===== src/rtl/owbm_pkg.sv =====
package owbm_pkg;

  // Field widths
  localparam int unsigned ModeW    = 3;
  localparam int unsigned TimerW   = 10;
  localparam int unsigned ByteW    = 8;
  localparam int unsigned SerialW  = 48;
  localparam int unsigned SerialN  = SerialW / ByteW;
  localparam int unsigned ByteIdxW = 4;
  localparam int unsigned BitIdxW  = 3;
  localparam int unsigned CfgIdxW  = 3;
  localparam int unsigned CfgDataW = 10;

  // Stream payload widths (bytes filled with zeros)
  localparam int unsigned InDataW  = 16;
  localparam int unsigned OutDataW = 80;

  // Command codes carried in the input tuser
  localparam logic [ModeW-1:0] MODE_TICK  = 3'd0;
  localparam logic [ModeW-1:0] MODE_RESET = 3'd1;
  localparam logic [ModeW-1:0] MODE_WRITE = 3'd2;
  localparam logic [ModeW-1:0] MODE_READ  = 3'd3;
  localparam logic [ModeW-1:0] MODE_ROM   = 3'd4;

  // Configuration register indexes
  localparam logic [CfgIdxW-1:0] CFG_RESET_LOW   = 3'd0;
  localparam logic [CfgIdxW-1:0] CFG_PRES_SAMPLE = 3'd1;
  localparam logic [CfgIdxW-1:0] CFG_SLOT        = 3'd2;
  localparam logic [CfgIdxW-1:0] CFG_READ_SAMPLE = 3'd3;
  localparam logic [CfgIdxW-1:0] CFG_START_LOW   = 3'd4;

  // Configuration reset values
  localparam logic [9:0] RESET_LOW_DEF   = 10'd485;
  localparam logic [7:0] PRES_SAMPLE_DEF = 8'd30;
  localparam logic [7:0] SLOT_DEF        = 8'd60;
  localparam logic [7:0] READ_SAMPLE_DEF = 8'd10;
  localparam logic [3:0] START_LOW_DEF   = 4'd1;

  // Read ROM byte sequence
  localparam logic [ByteW-1:0]    ROM_READ_CODE   = 8'h33;
  localparam logic [ByteIdxW-1:0] ROM_BYTE_CMD    = 4'd0;
  localparam logic [ByteIdxW-1:0] ROM_BYTE_FAMILY = 4'd1;
  localparam logic [ByteIdxW-1:0] ROM_BYTE_SERIAL = 4'd2;

  typedef enum logic [2:0] {
    PH_IDLE,
    PH_RST_LOW,
    PH_RST_WAIT,
    PH_RST_REC,
    PH_SLOT_START,
    PH_SLOT_BODY
  } phase_e;

  typedef struct packed {
    logic [9:0]        reset_low;
    logic [7:0]        pres_sample;
    logic [7:0]        slot;
    logic [3:0]        start_low;
    logic [TimerW-1:0] rec_dur;    // recovery after the presence sample
    logic [7:0]        sample_at;  // read sample point inside a slot
  } cfg_t;

  typedef struct packed {
    logic [ByteW-1:0]   rom_crc;
    logic [SerialW-1:0] serial_number;
    logic [ByteW-1:0]   family_byte;
    logic [ByteW-1:0]   rx_byte;
    logic               presence;
    logic               done_res;
    logic               busy_res;
    logic               drive_low;
  } res_t;

endpackage


===== src/rtl/one_wire_bus_master_unit.sv =====
// Channel   Dir  Handshake               Payload
// s_axis    in   tvalid/tready           tuser: mode; tdata: tx_byte, line_level
// m_axis    out  tvalid/tready           tdata: drive_low .. rom_crc (one per input)
// cfg       in   cfg_we_i (no wait)      cfg_idx_i selects, cfg_wdata_i data
//
// Every input transfer is one microsecond tick; its result is registered and shown in the cycle after it.
// The next-state logic runs in the cycle of the input transfer, and a single result
// register holds the answer, so one transfer per clock is sustained while m_axis_tready is high.
// s_axis_tready drops only while the result register is full and m_axis_tready is low.
// Reset (rst_ni low, asynchronous) returns to idle with the default timings loaded.
module one_wire_bus_master_unit
  import owbm_pkg::*;
(
  input  logic                clk_i,
  input  logic                rst_ni,
  input  logic                s_axis_tvalid,
  output logic                s_axis_tready,
  input  logic [InDataW-1:0]  s_axis_tdata,   // [7:0] tx_byte, [8] line_level
  input  logic [ModeW-1:0]    s_axis_tuser,   // [2:0] mode
  output logic                m_axis_tvalid,
  input  logic                m_axis_tready,
  output logic [OutDataW-1:0] m_axis_tdata,   // [0] drive_low, [1] busy_res, [2] done_res,
                                              // [3] presence, [11:4] rx_byte,
                                              // [19:12] family byte, [67:20] serial_number,
                                              // [75:68] rom_crc
  input  logic                cfg_we_i,
  input  logic [CfgIdxW-1:0]  cfg_idx_i,
  input  logic [CfgDataW-1:0] cfg_wdata_i
);

  cfg_t cfg;
  res_t res;
  res_t res_q;
  logic out_valid_q;
  logic in_xfer;

  // Take a new item whenever the result register is free or being drained
  assign s_axis_tready = !out_valid_q || m_axis_tready;
  assign in_xfer       = s_axis_tvalid && s_axis_tready;

  owbm_cfg u_cfg (
    .clk_i   (clk_i),
    .rst_ni  (rst_ni),
    .we_i    (cfg_we_i),
    .idx_i   (cfg_idx_i),
    .wdata_i (cfg_wdata_i),
    .cfg_o   (cfg)
  );

  owbm_ctrl u_ctrl (
    .clk_i        (clk_i),
    .rst_ni       (rst_ni),
    .step_i       (in_xfer),
    .mode_i       (s_axis_tuser),
    .tx_byte_i    (s_axis_tdata[ByteW-1:0]),
    .line_level_i (s_axis_tdata[ByteW]),
    .cfg_i        (cfg),
    .res_o        (res)
  );

  // Result register: load on input transfer, drop valid once taken
  always_ff @(posedge clk_i or negedge rst_ni) begin
    if (!rst_ni) begin
      out_valid_q <= 1'b0;
    end else if (in_xfer) begin
      out_valid_q <= 1'b1;
    end else if (m_axis_tready) begin
      out_valid_q <= 1'b0;
    end
  end

  always_ff @(posedge clk_i) begin
    if (in_xfer) begin
      res_q <= res;
    end
  end

  assign m_axis_tvalid = out_valid_q;
  assign m_axis_tdata  = {{(OutDataW - $bits(res_t)){1'b0}}, res_q};

endmodule


===== src/rtl/owbm_cfg.sv =====
module owbm_cfg
  import owbm_pkg::*;
(
  input  logic                clk_i,
  input  logic                rst_ni,
  input  logic                we_i,
  input  logic [CfgIdxW-1:0]  idx_i,
  input  logic [CfgDataW-1:0] wdata_i,
  output cfg_t                cfg_o
);

  logic [9:0] reset_low_q;
  logic [7:0] pres_sample_q;
  logic [7:0] slot_q;
  logic [7:0] read_sample_q;
  logic [3:0] start_low_q;
  logic [7:0] sample_min;

  always_ff @(posedge clk_i or negedge rst_ni) begin
    if (!rst_ni) begin
      reset_low_q   <= RESET_LOW_DEF;
      pres_sample_q <= PRES_SAMPLE_DEF;
      slot_q        <= SLOT_DEF;
      read_sample_q <= READ_SAMPLE_DEF;
      start_low_q   <= START_LOW_DEF;
    end else if (we_i) begin
      unique case (idx_i)
        CFG_RESET_LOW:   reset_low_q   <= wdata_i[9:0];
        CFG_PRES_SAMPLE: pres_sample_q <= wdata_i[7:0];
        CFG_SLOT:        slot_q        <= wdata_i[7:0];
        CFG_READ_SAMPLE: read_sample_q <= wdata_i[7:0];
        CFG_START_LOW:   start_low_q   <= wdata_i[3:0];
        default: ;
      endcase
    end
  end

  // Clamp the read sample into the slot, and never earlier than one tick
  assign sample_min = (read_sample_q < slot_q) ? read_sample_q : slot_q;

  always_comb begin
    cfg_o.reset_low   = reset_low_q;
    cfg_o.pres_sample = pres_sample_q;
    cfg_o.slot        = slot_q;
    cfg_o.start_low   = start_low_q;
    cfg_o.rec_dur     = (reset_low_q > {2'b00, pres_sample_q}) ?
                        (reset_low_q - {2'b00, pres_sample_q}) : '0;
    cfg_o.sample_at   = (sample_min == 8'd0) ? 8'd1 : sample_min;
  end

endmodule


===== src/rtl/owbm_ctrl.sv =====
module owbm_ctrl
  import owbm_pkg::*;
(
  input  logic             clk_i,
  input  logic             rst_ni,
  input  logic             step_i,
  input  logic [ModeW-1:0] mode_i,
  input  logic [ByteW-1:0] tx_byte_i,
  input  logic             line_level_i,
  input  cfg_t             cfg_i,
  output res_t             res_o
);

  phase_e              phase_q, phase_d;
  logic [TimerW-1:0]   timer_q, timer_d;
  logic [BitIdxW-1:0]  bit_idx_q, bit_idx_d;
  logic [ByteIdxW-1:0] byte_idx_q, byte_idx_d;
  logic [ByteW-1:0]    shift_q, shift_d;
  logic                pres_q, pres_d;
  logic [ByteW-1:0]    family_q, family_d;
  logic [SerialW-1:0]  serial_q, serial_d;
  logic [ByteW-1:0]    crc_q, crc_d;
  logic [ModeW-1:0]    kind_q, kind_d;
  logic [ByteW-1:0]    rx_q, rx_d;

  logic [TimerW-1:0]  timer_inc;
  logic [BitIdxW-1:0] bit_next;
  logic [ByteW-1:0]   shift_s;
  logic               writing_q, writing_d;
  logic               done;

  assign timer_inc = timer_q + 1'b1;
  assign bit_next  = bit_idx_q + 1'b1;
  assign writing_q = (kind_q == MODE_WRITE) ||
                     ((kind_q == MODE_ROM) && (byte_idx_q == ROM_BYTE_CMD));

  always_comb begin
    phase_d    = phase_q;
    timer_d    = timer_q;
    bit_idx_d  = bit_idx_q;
    byte_idx_d = byte_idx_q;
    shift_d    = shift_q;
    pres_d     = pres_q;
    family_d   = family_q;
    serial_d   = serial_q;
    crc_d      = crc_q;
    kind_d     = kind_q;
    rx_d       = rx_q;
    done       = 1'b0;
    shift_s    = shift_q;

    if (step_i) begin
      if (phase_q == PH_IDLE) begin
        unique case (mode_i)
          MODE_RESET, MODE_ROM: begin
            kind_d  = mode_i;
            phase_d = PH_RST_LOW;
            timer_d = '0;
          end
          MODE_WRITE: begin
            kind_d    = mode_i;
            shift_d   = tx_byte_i;
            bit_idx_d = '0;
            phase_d   = PH_SLOT_START;
            timer_d   = '0;
          end
          MODE_READ: begin
            kind_d    = mode_i;
            shift_d   = '0;
            bit_idx_d = '0;
            phase_d   = PH_SLOT_START;
            timer_d   = '0;
          end
          default: ;
        endcase
      end else begin
        timer_d = timer_inc;
        unique case (phase_q)
          PH_RST_LOW: begin
            if (timer_inc >= cfg_i.reset_low) begin
              phase_d = PH_RST_WAIT;
              timer_d = '0;
            end
          end
          PH_RST_WAIT: begin
            if (timer_inc >= {2'b00, cfg_i.pres_sample}) begin
              pres_d  = !line_level_i;
              phase_d = PH_RST_REC;
              timer_d = '0;
            end
          end
          PH_RST_REC: begin
            if (timer_inc >= cfg_i.rec_dur) begin
              if ((kind_q == MODE_ROM) && pres_q) begin
                byte_idx_d = ROM_BYTE_CMD;
                shift_d    = ROM_READ_CODE;
                bit_idx_d  = '0;
                phase_d    = PH_SLOT_START;
                timer_d    = '0;
              end else begin
                phase_d = PH_IDLE;
                timer_d = '0;
                done    = 1'b1;
              end
            end
          end
          PH_SLOT_START: begin
            if (timer_inc >= {6'd0, cfg_i.start_low}) begin
              phase_d = PH_SLOT_BODY;
              timer_d = '0;
            end
          end
          PH_SLOT_BODY: begin
            // Sample a read bit into the top, LSB first
            if (!writing_q && (timer_inc == {2'b00, cfg_i.sample_at})) begin
              shift_s = {line_level_i, shift_q[ByteW-1:1]};
            end
            if (timer_inc >= {2'b00, cfg_i.slot}) begin
              if (writing_q) begin
                shift_s = {1'b0, shift_s[ByteW-1:1]};
              end
              bit_idx_d = bit_next;
              shift_d   = shift_s;
              phase_d   = PH_SLOT_START;
              timer_d   = '0;
              if (bit_next == '0) begin
                // Byte complete
                if (kind_q == MODE_ROM) begin
                  shift_d = '0;
                  if (byte_idx_q != ROM_BYTE_CMD) begin
                    rx_d = shift_s;
                  end
                  if (byte_idx_q == ROM_BYTE_CMD) begin
                    byte_idx_d = ROM_BYTE_FAMILY;
                  end else if (byte_idx_q == ROM_BYTE_FAMILY) begin
                    family_d   = shift_s;
                    byte_idx_d = byte_idx_q + 1'b1;
                  end else if (byte_idx_q < ROM_BYTE_SERIAL + ByteIdxW'(SerialN)) begin
                    for (int k = 0; k < SerialN; k++) begin
                      if (byte_idx_q == ROM_BYTE_SERIAL + ByteIdxW'(k)) begin
                        serial_d[k*ByteW +: ByteW] = shift_s;
                      end
                    end
                    byte_idx_d = byte_idx_q + 1'b1;
                  end else begin
                    crc_d   = shift_s;
                    shift_d = shift_s;
                    phase_d = PH_IDLE;
                    done    = 1'b1;
                  end
                end else begin
                  if (kind_q == MODE_READ) begin
                    rx_d = shift_s;
                  end
                  phase_d = PH_IDLE;
                  done    = 1'b1;
                end
              end
            end else begin
              shift_d = shift_s;
            end
          end
          default: begin
            phase_d = PH_IDLE;
            timer_d = '0;
          end
        endcase
      end
    end
  end

  always_ff @(posedge clk_i or negedge rst_ni) begin
    if (!rst_ni) begin
      phase_q    <= PH_IDLE;
      timer_q    <= '0;
      bit_idx_q  <= '0;
      byte_idx_q <= '0;
      shift_q    <= '0;
      pres_q     <= 1'b0;
      family_q   <= '0;
      serial_q   <= '0;
      crc_q      <= '0;
      kind_q     <= MODE_TICK;
      rx_q       <= '0;
    end else begin
      phase_q    <= phase_d;
      timer_q    <= timer_d;
      bit_idx_q  <= bit_idx_d;
      byte_idx_q <= byte_idx_d;
      shift_q    <= shift_d;
      pres_q     <= pres_d;
      family_q   <= family_d;
      serial_q   <= serial_d;
      crc_q      <= crc_d;
      kind_q     <= kind_d;
      rx_q       <= rx_d;
    end
  end

  // Result reflects the state after this step
  assign writing_d = (kind_d == MODE_WRITE) ||
                     ((kind_d == MODE_ROM) && (byte_idx_d == ROM_BYTE_CMD));

  always_comb begin
    res_o.drive_low     = (phase_d == PH_RST_LOW) || (phase_d == PH_SLOT_START) ||
                          ((phase_d == PH_SLOT_BODY) && writing_d && !shift_d[0]);
    res_o.busy_res      = (phase_d != PH_IDLE);
    res_o.done_res      = done;
    res_o.presence      = pres_d;
    res_o.rx_byte       = rx_d;
    res_o.family_byte   = family_d;
    res_o.serial_number = serial_d;
    res_o.rom_crc       = crc_d;
  end

endmodule


===== config.mk =====
export PLATFORM = sky130hd
export DESIGN_NAME = one_wire_bus_master_unit
export DESIGN_NICKNAME = d
export VERILOG_FILES = /design/src/rtl/owbm_pkg.sv /design/src/rtl/one_wire_bus_master_unit.sv /design/src/rtl/owbm_cfg.sv /design/src/rtl/owbm_ctrl.sv
export SDC_FILE = /design/constraint.sdc
export NUM_CORES = 1
export LEC_CHECK = 0
export BUFFER_PORTS_ARGS = -buffer_cell sky130_fd_sc_hd__buf_4
export CAP_MARGIN = 10
export CORE_MARGIN = 1.5
export CORE_UTILIZATION = 64
export CTS_CLUSTER_DIAMETER = 120
export DETAILED_ROUTE_END_ITERATION = 12
export GPL_TIMING_DRIVEN = 0
export HOLD_SLACK_MARGIN = 0.08
export PLACE_DENSITY_LB_ADDON = 0.2
export SYNTH_ARGS = -nofsm -noshare
export SYNTH_HDL_FRONTEND = slang
export SYNTH_HIERARCHICAL = 1
export SYNTH_SLANG_ARGS = --single-unit
export TNS_END_PERCENT = 50

===== constraint.sdc =====
create_clock -name clk_i -period 12.3 [get_ports clk_i]
set_input_delay 0 -clock clk_i [delete_from_list [all_inputs] [get_ports clk_i]]
set_output_delay 0 -clock clk_i [all_outputs]
set_load 0.005 [all_outputs]

==> summary.txt, run 1 <==
Final layout
  • Register area: 5880 sq um
  • # diodes: 0
  • Synthesis-to-layout area growth: 20.7%
  • Multi-input logic area: 4590 sq um
  • Fill count: 985
  • Layout cells sized above 1: 0.259
  • Final #Nets: 1162

GRT
  • First-pass GRT wire length: 41000 microns
  • Initial antenna violation count: 1
  • Congestion Overflow GR: 0
  • Pin count of the biggest net entering global routing: 84
  • Tot GR Track Use: 0.297
  • Vias in the first global route: 7746

Synthesis
  • Post-synth EDFFs: 76
  • Synth area leaders: dfrtp_1, edfxtp_1, mux2_2
  • Synth area leader: dfrtp_1
  • Top-area cell type share of the netlist area: 0.291
  • Predominant post-synthesis flop cell: dfrtp_1
  • Cell Area, Synth: 10800 sq um
  • Synth Area per Inst: 12.1 sq um
  • Synth cell types: 83
  • Post-synthesis cell count: 895
  • Synth Register Bits: 219
  • Register area share after synthesis: 0.543
  • Post-synthesis async set-or-reset flop share: 0.653
  • Yosys warns: 6

STA
  • PnR worst setup slack: 7.43 ns
  • Final worst path period need: 4.87 ns
  • Skew final: 0.0117 ns
  • Slew Limit Fails: 0
  • Slew @ Worst Pin: 1.06 ns
  • Final setup TNS: 0 ns
  • Max_slew headroom: 0.291
  • Final setup fails: 0
  • Period utilization: 0.396
  • RSZ-0062 raised after global routing: false
  • Max frequency: 205 MHz
  • Final Hold Vio Count: 0

Worst setup path
  • CP endpoint: m_axis_tdata[0]
  • Crit. End Element: flop
  • CP required: 12.67 ns
  • Flop-to-flop setup slack: 7.43 ns
  • CP Max Fanout: 8
  • Crit start category: flop
  • Setup Crit Path Kind: reg -> reg
  • Worst Reg-to-Reg Cells: 20
  • Crit path launch: u_cfg/reset_low_q[0]
  • FF-to-FF End: m_axis_tdata[0]
  • Worst EP arrival: 5.23 ns
  • R2R Path Start: u_cfg/reset_low_q[0]

CTS
  • Skew-Pair Late Insertion Delay: 0.52 ns
  • Reg clk slew, reported paths: 0.06 ns
  • Hold_buf cts: 38
  • Clk sink count: 219
  • CTS Buffer Depth: 3
  • TritonCTS clock tree: done
  • Post-CTS Resized: 0
  • Root Driver: clkbuf_16
  • CTS buffer count: 23
  • Post-CTS Setup Inserts: 0
  • H-tree levels: 1

Floorplan
  • CORE AREA: 16500 sq um
  • Die extent in x: 133 microns
  • Row count: 47
  • IO Count: 119
  • Initial Util: 0.655
  • Die Span Y: 133 microns
  • Total die area: 17700 sq um

Worst hold path
  • Worst min path class: in -> reg

Route
  • Routed wire length: 25600 microns
  • Vias per inst: 5.95
  • Number of DRC markers in iteration 0: 618
  • 1st-pass router iterations: 5
  • DRC violation count after routing: 0
  • Final antenna-violating net count: 0
  • Wire length per cell: 19.6 microns
  • DR vias: 7776

Placed design
  • Port bufs: 107
  • Pre-CTS WS: 7.51 ns
  • Routability Congestion: 0.881
  • Detailed Place HPWL: 16900 microns

Power
  • Cell internal pwr: 1420 uW
  • Maximum VDD drop: 0.120 mV
  • Lkg Pwr: 0.00596 uW
  • Total power draw: 2040 uW
  • Register share of total power: 0.425
  • Cell area power density: 156 nW/um^2
  • P_sw: 622 uW
  • Fraction of power spent switching nets: 0.305
  • Clock power share: 0.322
  • Power share of the combinational group: 0.253

Outcome
  • Status: completed

Job
  • Max Cap Viol: 0
## worst min path at each step
| stage | start | end | slack, ns | cells after the start |
|---|---|---|---|---|
| 2_1_floorplan | rst_ni | m_axis_tvalid | -0.30 | 0 |
| 3_3_place_gp | s_axis_tvalid | m_axis_tvalid | 0.20 | 2 |
| 3_5_place_dp | rst_ni | u_cfg/reset_low_q[9] | 0.03 | 1 |
| 4_1_cts | s_axis_tdata[8] | u_ctrl/pres_q | 0.25 | 3 |
| 5_1_grt | cfg_wdata_i[9] | u_cfg/reset_low_q[9] | 0.27 | 3 |
| 6_report | cfg_wdata_i[9] | u_cfg/reset_low_q[9] | 0.27 | 3 |
## Yosys cell counts (7+ instances only)
| cell type | n |
|---|---|
| and2_1 | 10 |
| mux2_2 | 74 |
| nor2b_1 | 10 |
| nand2b_1 | 15 |
| buf_2 | 8 |
| mux2_1 | 38 |
| edfxtp_1 | 76 |
| xor2_1 | 8 |
| dfrtp_1 | 126 |
| nand3_1 | 14 |
| dfstp_2 | 17 |
| o21ai_0 | 52 |
| nand2_1 | 69 |
| or3_1 | 8 |
| nor2_1 | 40 |
| buf_4 | 7 |
| a21oi_1 | 29 |
| nor3_1 | 17 |
| o21ai_1 | 9 |
| inv_1 | 61 |
| ha_1 | 55 |
| clkbuf_1 | 10 |
## routing by layer
layer  global-route usage  share of wire
met3               0.0517          0.067
met4               0.0916          0.028
met2                0.481           0.47
met5                    0              0
met1                0.414           0.43
## cells in the final DEF (no fill, tap or decap), types with 23 or more instances in the layout
master / count
o21ai_0: 52
ha_1: 55
nand2_1: 69
buf_4: 113
clkbuf_16: 23
nor2_1: 40
mux2_1: 38
dfrtp_1: 126
edfxtp_1: 76
inv_1: 61
dlygate4sd3_1: 37
a21oi_1: 29
mux2_2: 74
## registers in the layout, indices dropped and copies added, names as in the netlist, 10 cells and up
signal	cells
u_cfg/reset_low_q	10
u_ctrl/timer_q	10
u_ctrl/serial_q	48
m_axis_tdata	76
## logic make-up (layout without fill, tap and decap cells)
| kind of cell | count (synthesis) | in the layout | share of synthesized area |
|---|---|---|---|
| compound gates | 168 | 168 | 0.105 |
| xor+xnor | 17 | 17 | 0.0172 |
| fa+ha+maj | 57 | 57 | 0.0665 |
| buf+inv | 86 | 274 | 0.0332 |
| flops | 219 | 219 | 0.543 |
| mux | 116 | 116 | 0.120 |
| other cells | 1 | 4 | 0.000346 |
| simple gates | 231 | 231 | 0.114 |
## stage by stage
step                      instance area (sq um)  hold slack (ns)  utilization  instances
after floorplan                           10800           -0.296            -        898
after global placement                    11900            0.201        0.721       1225
after detailed placement                  11900           0.0318        0.723       1226
after CTS                                 13100            0.249        0.791       1306
after global routing                      13100            0.274        0.791       1306
final                                     13100            0.266        0.791       1306
## power by group through the flow
stage	clock network, uW	registers (uW)	logic [uW]
after floorplan	0	862	356
after global placement	0	876	477
after detailed placement	0	879	494
after CTS	669	866	510
after global routing	698	875	572
final	658	868	516
## final cells by class
type	instances	area share
sequential	219	0.450
multi-input combinational	593	0.352
timing repair buffer	146	0.0943
clock buffer	29	0.0473
tap	220	0.0211
inverter	61	0.0175
buffer	25	0.00996
clock inverter	13	0.00804
## critical path, stage by stage (launching register included)
cell,delay [ns]
dfstp_2,0.37
inv_1,0.10
ha_1,0.20
inv_1,0.06
fa_1,0.45
a211oi_2,0.28
o21ai_1,0.11
and3_4,0.20
a221oi_4,0.43
nor3_1,0.11
inv_1,0.08
ha_1,0.17
nand2_1,0.08
o41a_1,0.32
a31oi_1,0.19
maj3_2,0.33
nor3b_4,0.39
o221ai_1,0.22
nor4_2,0.30
o211ai_1,0.16
a31oi_1,0.18
(Power assumes the default switching activity.)
==> run 2: changes to the inputs <==
CORE_UTILIZATION = 59   (was 64)
clock period = 4.7 ns   (was 12.3 ns; I/O delays follow)
==> summary.txt, run 2 (synthesized netlist as in run 1, its figures left out) <==
Power
  • Maximum VDD drop: 0.398 mV (+230%)
  • Lkg Pwr: 0.00603 uW (+1.2%)
  • Cell area power density: 416 nW/um^2 (+170%)
  • Total power draw: 5520 uW (+170%)
  • P_sw: 1650 uW (+170%)
  • Fraction of power spent switching nets: 0.298 (-0.00631)
  • Power share of the combinational group: 0.259 (+0.006)
  • Register share of total power: 0.411 (-0.014)
  • Cell internal pwr: 3880 uW (+170%)
  • Clock power share: 0.331 (+0.009)

CTS
  • Clk sink count: 219 (unchanged)
  • CTS Buffer Depth: 3 (unchanged)
  • Reg clk slew, reported paths: 0.06 ns (about the same)
  • H-tree levels: 1 (unchanged)
  • Skew-Pair Late Insertion Delay: 0.50 ns (-0.02 ns)
  • TritonCTS clock tree: done
  • CTS buffer count: 23 (unchanged)
  • Root Driver: clkbuf_16

Route
  • Wire length per cell: 18.9 microns (-3.6%)
  • 1st-pass router iterations: 5 (unchanged)
  • DR vias: 7787 (+0.14%)
  • Vias per inst: 5.89 (-1.1%)
  • Final antenna-violating net count: 0 (unchanged)
  • Routed wire length: 25000 microns (-2.3%)
  • Number of DRC markers in iteration 0: 523 (-15%)
  • DRC violation count after routing: 0 (unchanged)

Final layout
  • # diodes: 0 (unchanged)
  • Final #Nets: 1171 (+0.77%)
  • Synthesis-to-layout area growth: 22.7%
  • Layout cells sized above 1: 0.288 (+0.0292)
  • Core Util, Final: 0.739 (-0.0514)
  • Commonest non-fill, non-tap cell in the layout: buf_4
  • Max FFs per register: 76 (unchanged)
  • Most frequent cells in the layout: buf_4, dfrtp_1, edfxtp_1, mux2_2, nand2_1

STA
  • PnR worst setup slack: 0.0149 ns (-7.42 ns)
  • Slew @ Worst Pin: 1.12 ns (+0.0527 ns)
  • Final setup TNS: 0 ns (unchanged)
  • RSZ-0062 raised after global routing: true
  • Final setup fails: 0 (unchanged)
  • Final Hold Vio Count: 0 (unchanged)
  • Max_slew headroom: 0.255 (-0.0351)
  • Skew final: 0.00933 ns (-0.00236 ns)
  • Max frequency: 213 MHz (+3.9%)
  • Final worst path period need: 4.69 ns (-0.183 ns)
  • Period utilization: 0.997 (+0.601)
  • Slew Limit Fails: 0 (unchanged)

Placed design
  • Routability Congestion: 0.862 (-2.2%)
  • Detailed Place HPWL: 16400 microns (-3.4%)
  • Port bufs: 107 (unchanged)
  • Pre-CTS WS: -0.183 ns (-7.69 ns)

Worst setup path
  • Worst EP arrival: 5.02 ns (-0.21 ns)
  • Crit. End Element: flop
  • CP dominant cell by count: inv_2
  • Top Family by Delay on Critical Path: compound AO/OA/AOI/OAI gates
  • Critical-path top delay cell: fa_2
  • Crit start category: flop
  • Critical path's largest stage delay: 0.42 ns (-0.03 ns)
  • Setup Crit Path Kind: reg -> reg
  • CP Max Fanout: 7 (-1)
  • Crit-path cells: inv_2, ha_4, inv_2, fa_2, a211oi_4, o21ai_1, and3_4, a221oi_4, buf_6, nor2_2, inv_2, ha_4, nand2_2, o41a_1, a31oi_1, maj3_2, nor4b_2, o21bai_1, nor4_2, o211ai_1, a31oi_1
  • CP required: 5.03 ns (-7.64 ns)
  • Buf/Inv on CP: 4 (+1)

GRT
  • Initial antenna violation count: 0 (-1)
  • First-pass GRT wire length: 39400 microns (-4.1%)
  • Pin count of the biggest net entering global routing: 80 (-4.8%)
  • Congestion Overflow GR: 0 (unchanged)
  • Vias in the first global route: 7471 (-3.6%)
  • Tot GR Track Use: 0.255 (-0.0422)

Floorplan
  • CORE AREA: 18000 sq um (+8.7%)
  • Total die area: 19200 sq um (+8.3%)
  • Row count: 49 (+4.3%)
  • Initial Util: 0.603 (-0.0525)
  • Die extent in x: 138 microns (+4.1%)
  • Die Span Y: 138 microns (+4.1%)
  • IO Count: 119 (unchanged)

Job
  • Max Cap Viol: 0 (unchanged)

Outcome
  • Status: completed

Worst hold path
  • Worst min path class: in -> async
run 2: cell types whose count changed in the layout (fill, tap and decap cells not counted), sizes merged:
| cell | delta |
|---|---|
| clkinv | -3 |
| bufinv | +2 |
| clkinvlp | +1 |
| buf | +11 |
| dlygate4sd3 | -2 |
| inv | -1 |
run 2: layout make-up:
| class | count | area [sq um] |
|---|---|---|
| clock buffers | 29 | 618 |
| repair buffers | 155 | 1280 |
| flip-flops and latches | 219 | 5880 |
| well taps | 229 | 287 |
| inverters | 61 | 229 |
| plain buffers | 25 | 133 |
| fillers | 1237 | 4680 |
| clock inverters | 12 | 141 |
| multi-input cells | 593 | 4710 |
run 2: worst paths after layout:
path	startpoint	endpoint	slack [ns]	cells past startpoint
max	u_cfg/reset_low_q[0]	m_axis_tdata[0]	0.01	21
min in group clk_i	s_axis_tdata[8]	u_ctrl/pres_q	0.28	3
max reg2reg	u_cfg/reset_low_q[0]	m_axis_tdata[0]	0.01	21
max in group asynchronous	rst_ni	u_ctrl/serial_q[1]	3.83	3
min reg2reg	u_ctrl/serial_q[39]	u_ctrl/serial_q[39]	0.49	1
min	rst_ni	u_ctrl/phase_q[1]	0.09	2
run 2: through the flow:
step / std cells / hold WS (ns) / instance area, sq um
after floorplan: 898 / -0.296 / 10800
after global placement: 1234 / 0.198 / 11900
after detailed placement: 1235 / 0.0827 / 12000
after CTS: 1315 / 0.132 / 13100
after global routing: 1323 / 0.150 / 13300
final: 1323 / 0.0891 / 13300
run 2: timing repair:
item                                    in CTS  in global routing
hold buffers                                35                  0
endpoints found under the setup margin      11                116
hold endpoints to repair                   131                  0
pin swaps                                    4                 16
buffers inserted                             4                  8
gates resized for setup                      6                 26
run 2: power groups by stage:
| stage | Sequential [uW] | Clock (uW) | Combinational (uW) |
|---|---|---|---|
| floorplan | 2260 | 0 | 931 |
| global placement | 2290 | 0 | 1250 |
| detailed placement | 2300 | 0 | 1280 |
| CTS | 2260 | 1850 | 1320 |
| global route | 2290 | 1920 | 1570 |
| finish | 2270 | 1830 | 1430 |
run 2: metal layers:
metal	vias up	global-route usage	routed length (microns)
li1	3620	-	-
met1	3862	0.367	11300
met2	265	0.415	12000
met3	40	0.0294	1140
met4	0	0.0704	607
met5	-	0	0
==> run 3: changes to the inputs <==
SYNTH_HIERARCHICAL = not set   (was 1)
==> summary.txt, run 3 <==
Route
  • DRC violation count after routing: 0 (unchanged)
  • DR vias: 7939 (+2.0%)
  • Final antenna-violating net count: 0 (unchanged)
  • Routed wire length: 24800 microns (-0.70%)
  • Number of DRC markers in iteration 0: 583 (+11%)
  • 1st-pass router iterations: 5 (unchanged)
  • Wire length per cell: 18.1 microns (-4.2%)
  • Vias per inst: 5.79 (-1.6%)

Outcome
  • Failing checks: setup timing
  • Status: finished with violations

Worst setup path
  • R2R Path Start: u_cfg.reset_low_q[0]
  • Crit. End Element: flop
  • CP Max Fanout: 5 (-2)
  • Crit path launch: u_cfg.reset_low_q[0]
  • Critical path's largest stage delay: 0.53 ns (+0.11 ns)
  • Crit-path cells: inv_1, ha_4, inv_2, fa_2, a21oi_1, o21bai_1, a21o_1, a21oi_2, o21bai_1, a21oi_2, nor4_2, a21oi_1, ha_1, nand4_1, a211oi_2, nor3_4, a211o_1, a211o_1, or2_1, o32ai_2, nand3_1, o211ai_1
  • CP required: 5.05 ns (+0.02 ns)
  • Flop-to-flop setup slack: -0.02 ns (-0.03 ns)
  • FF-to-FF End: m_axis_tdata[0]
  • Critical-path top delay cell: dfstp_2
  • Buf/Inv on CP: 2 (-2)
  • Crit start category: flop
  • Setup Crit Path Kind: reg -> reg
  • Worst EP arrival: 5.07 ns (+0.05 ns)
  • Top Family by Delay on Critical Path: compound AO/OA/AOI/OAI gates
  • Worst Reg-to-Reg Cells: 22 (+4.8%)

Placed design
  • Port bufs: 106 (-0.93%)
  • Routability Congestion: 0.892 (+3.5%)
  • Detailed Place HPWL: 16600 microns (+1.7%)
  • Pre-CTS WS: -0.558 ns (-0.375 ns)

CTS
  • Root Driver: clkbuf_16
  • H-tree levels: 1 (unchanged)
  • CTS buffer count: 23 (unchanged)
  • Reg clk slew, reported paths: 0.06 ns (about the same)
  • CTS Buffer Depth: 3 (unchanged)
  • TritonCTS clock tree: done
  • Clk sink count: 219 (unchanged)
  • Skew-Pair Late Insertion Delay: 0.51 ns (about the same)

STA
  • Period utilization: 1.00 (+0.00716)
  • Max frequency: 212 MHz (-0.71%)
  • Slew Limit Fails: 0 (unchanged)
  • Max_slew headroom: 0.170 (-0.0859)
  • PnR worst setup slack: -0.0187 ns (-0.0337 ns)
  • Final setup fails: 1 (+1)
  • Final worst path period need: 4.72 ns (+0.0337 ns)
  • Final setup TNS: -0.0187 ns (-0.0187 ns)
  • Slew @ Worst Pin: 1.21 ns (+0.0941 ns)
  • Final Hold Vio Count: 0 (unchanged)
  • Skew final: 0.00902 ns (-0.000313 ns)
  • RSZ-0062 raised after global routing: true

Synthesis
  • Synth Register Bits: 219 (unchanged)
  • Synth cell types: 71 (-14%)
  • Post-synth EDFFs: 76 (unchanged)
  • Synth Area per Inst: 11.0 sq um (-9.0%)
  • Yosys warns: 0 (-6)
  • Most common cell in the netlist: dfrtp_1
  • Post-synthesis async set-or-reset flop share: 0.653 (unchanged)
  • Post-synthesis cell count: 944 (+5.5%)
  • Register area share after synthesis: 0.566 (+0.0225)
  • Predominant post-synthesis flop cell: dfrtp_1
  • Top-area cell type share of the netlist area: 0.303 (+0.0121)
  • Synth area leaders: dfrtp_1, edfxtp_1, ha_1
  • Cell Area, Synth: 10400 sq um (-4.0%)
  • Commonest cells post-synth: dfrtp_1, nand2_1, o21ai_0
  • Synth area leader: dfrtp_1

GRT
  • Tot GR Track Use: 0.277 (+0.0220)
  • Initial antenna violation count: 0 (unchanged)
  • First-pass GRT wire length: 40000 microns (+1.6%)
  • Congestion Overflow GR: 0 (unchanged)
  • Vias in the first global route: 7982 (+6.8%)
  • Pin count of the biggest net entering global routing: 100 (+25%)

Power
  • Total power draw: 5640 uW (+2.2%)
  • Maximum VDD drop: 0.346 mV (-13%)
  • Lkg Pwr: 0.00574 uW (-4.7%)
  • Cell area power density: 438 nW/um^2 (+5.2%)

Worst hold path
  • Hold Crit Endpoint: u_ctrl.pres_q
  • Worst min path class: in -> reg
  • Hold Path Depth: 3
  • Worst Hold Launch: s_axis_tdata[8]

Floorplan
  • Die Span Y: 136 microns (-2.0%)
  • CORE AREA: 17200 sq um (-4.0%)
  • IO Count: 119 (unchanged)
  • Die extent in x: 136 microns (-2.0%)
  • Row count: 48 (-2.0%)
  • Total die area: 18400 sq um (-3.9%)
  • Initial Util: 0.603 (about the same)

Final layout
  • Synthesis-to-layout area growth: 24.1%
  • Layout cells sized above 1: 0.209 (-0.0785)
  • # diodes: 0 (unchanged)
  • Final #Nets: 1230 (+5.0%)
  • Core Util, Final: 0.748 (+0.00882)
  • Commonest non-fill, non-tap cell in the layout: dfrtp_1
  • Most frequent cells in the layout: dfrtp_1, nand2_1, buf_4, o21ai_0, edfxtp_1
  • Max FFs per register: 76 (unchanged)

Job
  • Max Cap Viol: 0 (unchanged)
-- run 3: layout make-up --
cell class / instances / area [sq um]
clock buffer: 32 / 659
timing repair buffer: 157 / 1320
multi-input combinational: 647 / 4310
tap: 225 / 282
sequential: 219 / 5880
inverter: 50 / 191
clock inverter: 10 / 113
buffer: 31 / 138
fill: 1172 / 4340
-- run 3: worst min-delay path, delay by kind of cell --
family                 cells  cell delay, ns
AOI/OAI and AO/OA          1            0.09
buffers and inverters      2            0.65
-- run 3: worst max path at each step --
stage	end	cells after the start	slack, ns
after detailed placement	m_axis_tdata[0]	22	-0.56
final	m_axis_tdata[0]	22	-0.02
after global routing	m_axis_tdata[0]	22	-0.23
after global placement	m_axis_tdata[30]	10	-0.67
after floorplan	m_axis_tdata[0]	22	0.18
after CTS	m_axis_tdata[0]	22	-0.02
-- run 3: metrics by stage --
step / hold WS, ns / cells / area [sq um]
6_report: 0.276 / 1371 / 12900
5_1_grt: 0.288 / 1371 / 12900
4_1_cts: 0.252 / 1363 / 12800
3_5_place_dp: -0.0469 / 1280 / 11500
3_3_place_gp: 0.199 / 1278 / 11500
2_1_floorplan: -0.296 / 947 / 10400
-- run 3: metal layers --
layer	vias up	wire length, microns	track usage
met4	0	542	0.0902
met1	3902	11000	0.384
met3	39	1570	0.0412
met5	-	0	0
met2	262	11700	0.452
li1	3736	-	-
-- run 3: repair_timing --
action                                  in CTS  in global routing
endpoints found under the setup margin      25                 53
pin swaps                                   16                 12
hold endpoints to repair                   181                  0
buffers inserted                             4                  8
resized for setup                           13                 19
hold buffers                                37                  0
-- run 3: logic make-up after synthesis --
group,count (synthesis),share of synthesized area
and+or+nand+nor,280,0.125
AOI/OAI and AO/OA,232,0.135
DFF,219,0.566
buffers and inverters,81,0.0312
adders and majority gates,64,0.0778
muxes,41,0.0429
xor gates and xnor gates,26,0.0219
other,1,0.000361
-- run 3: power breakdown --
group / internal (uW) / switching [uW]
Sequential: 2150 / 134
Combinational: 632 / 899
Clock: 1090 / 737
Total: 3870 / 1770
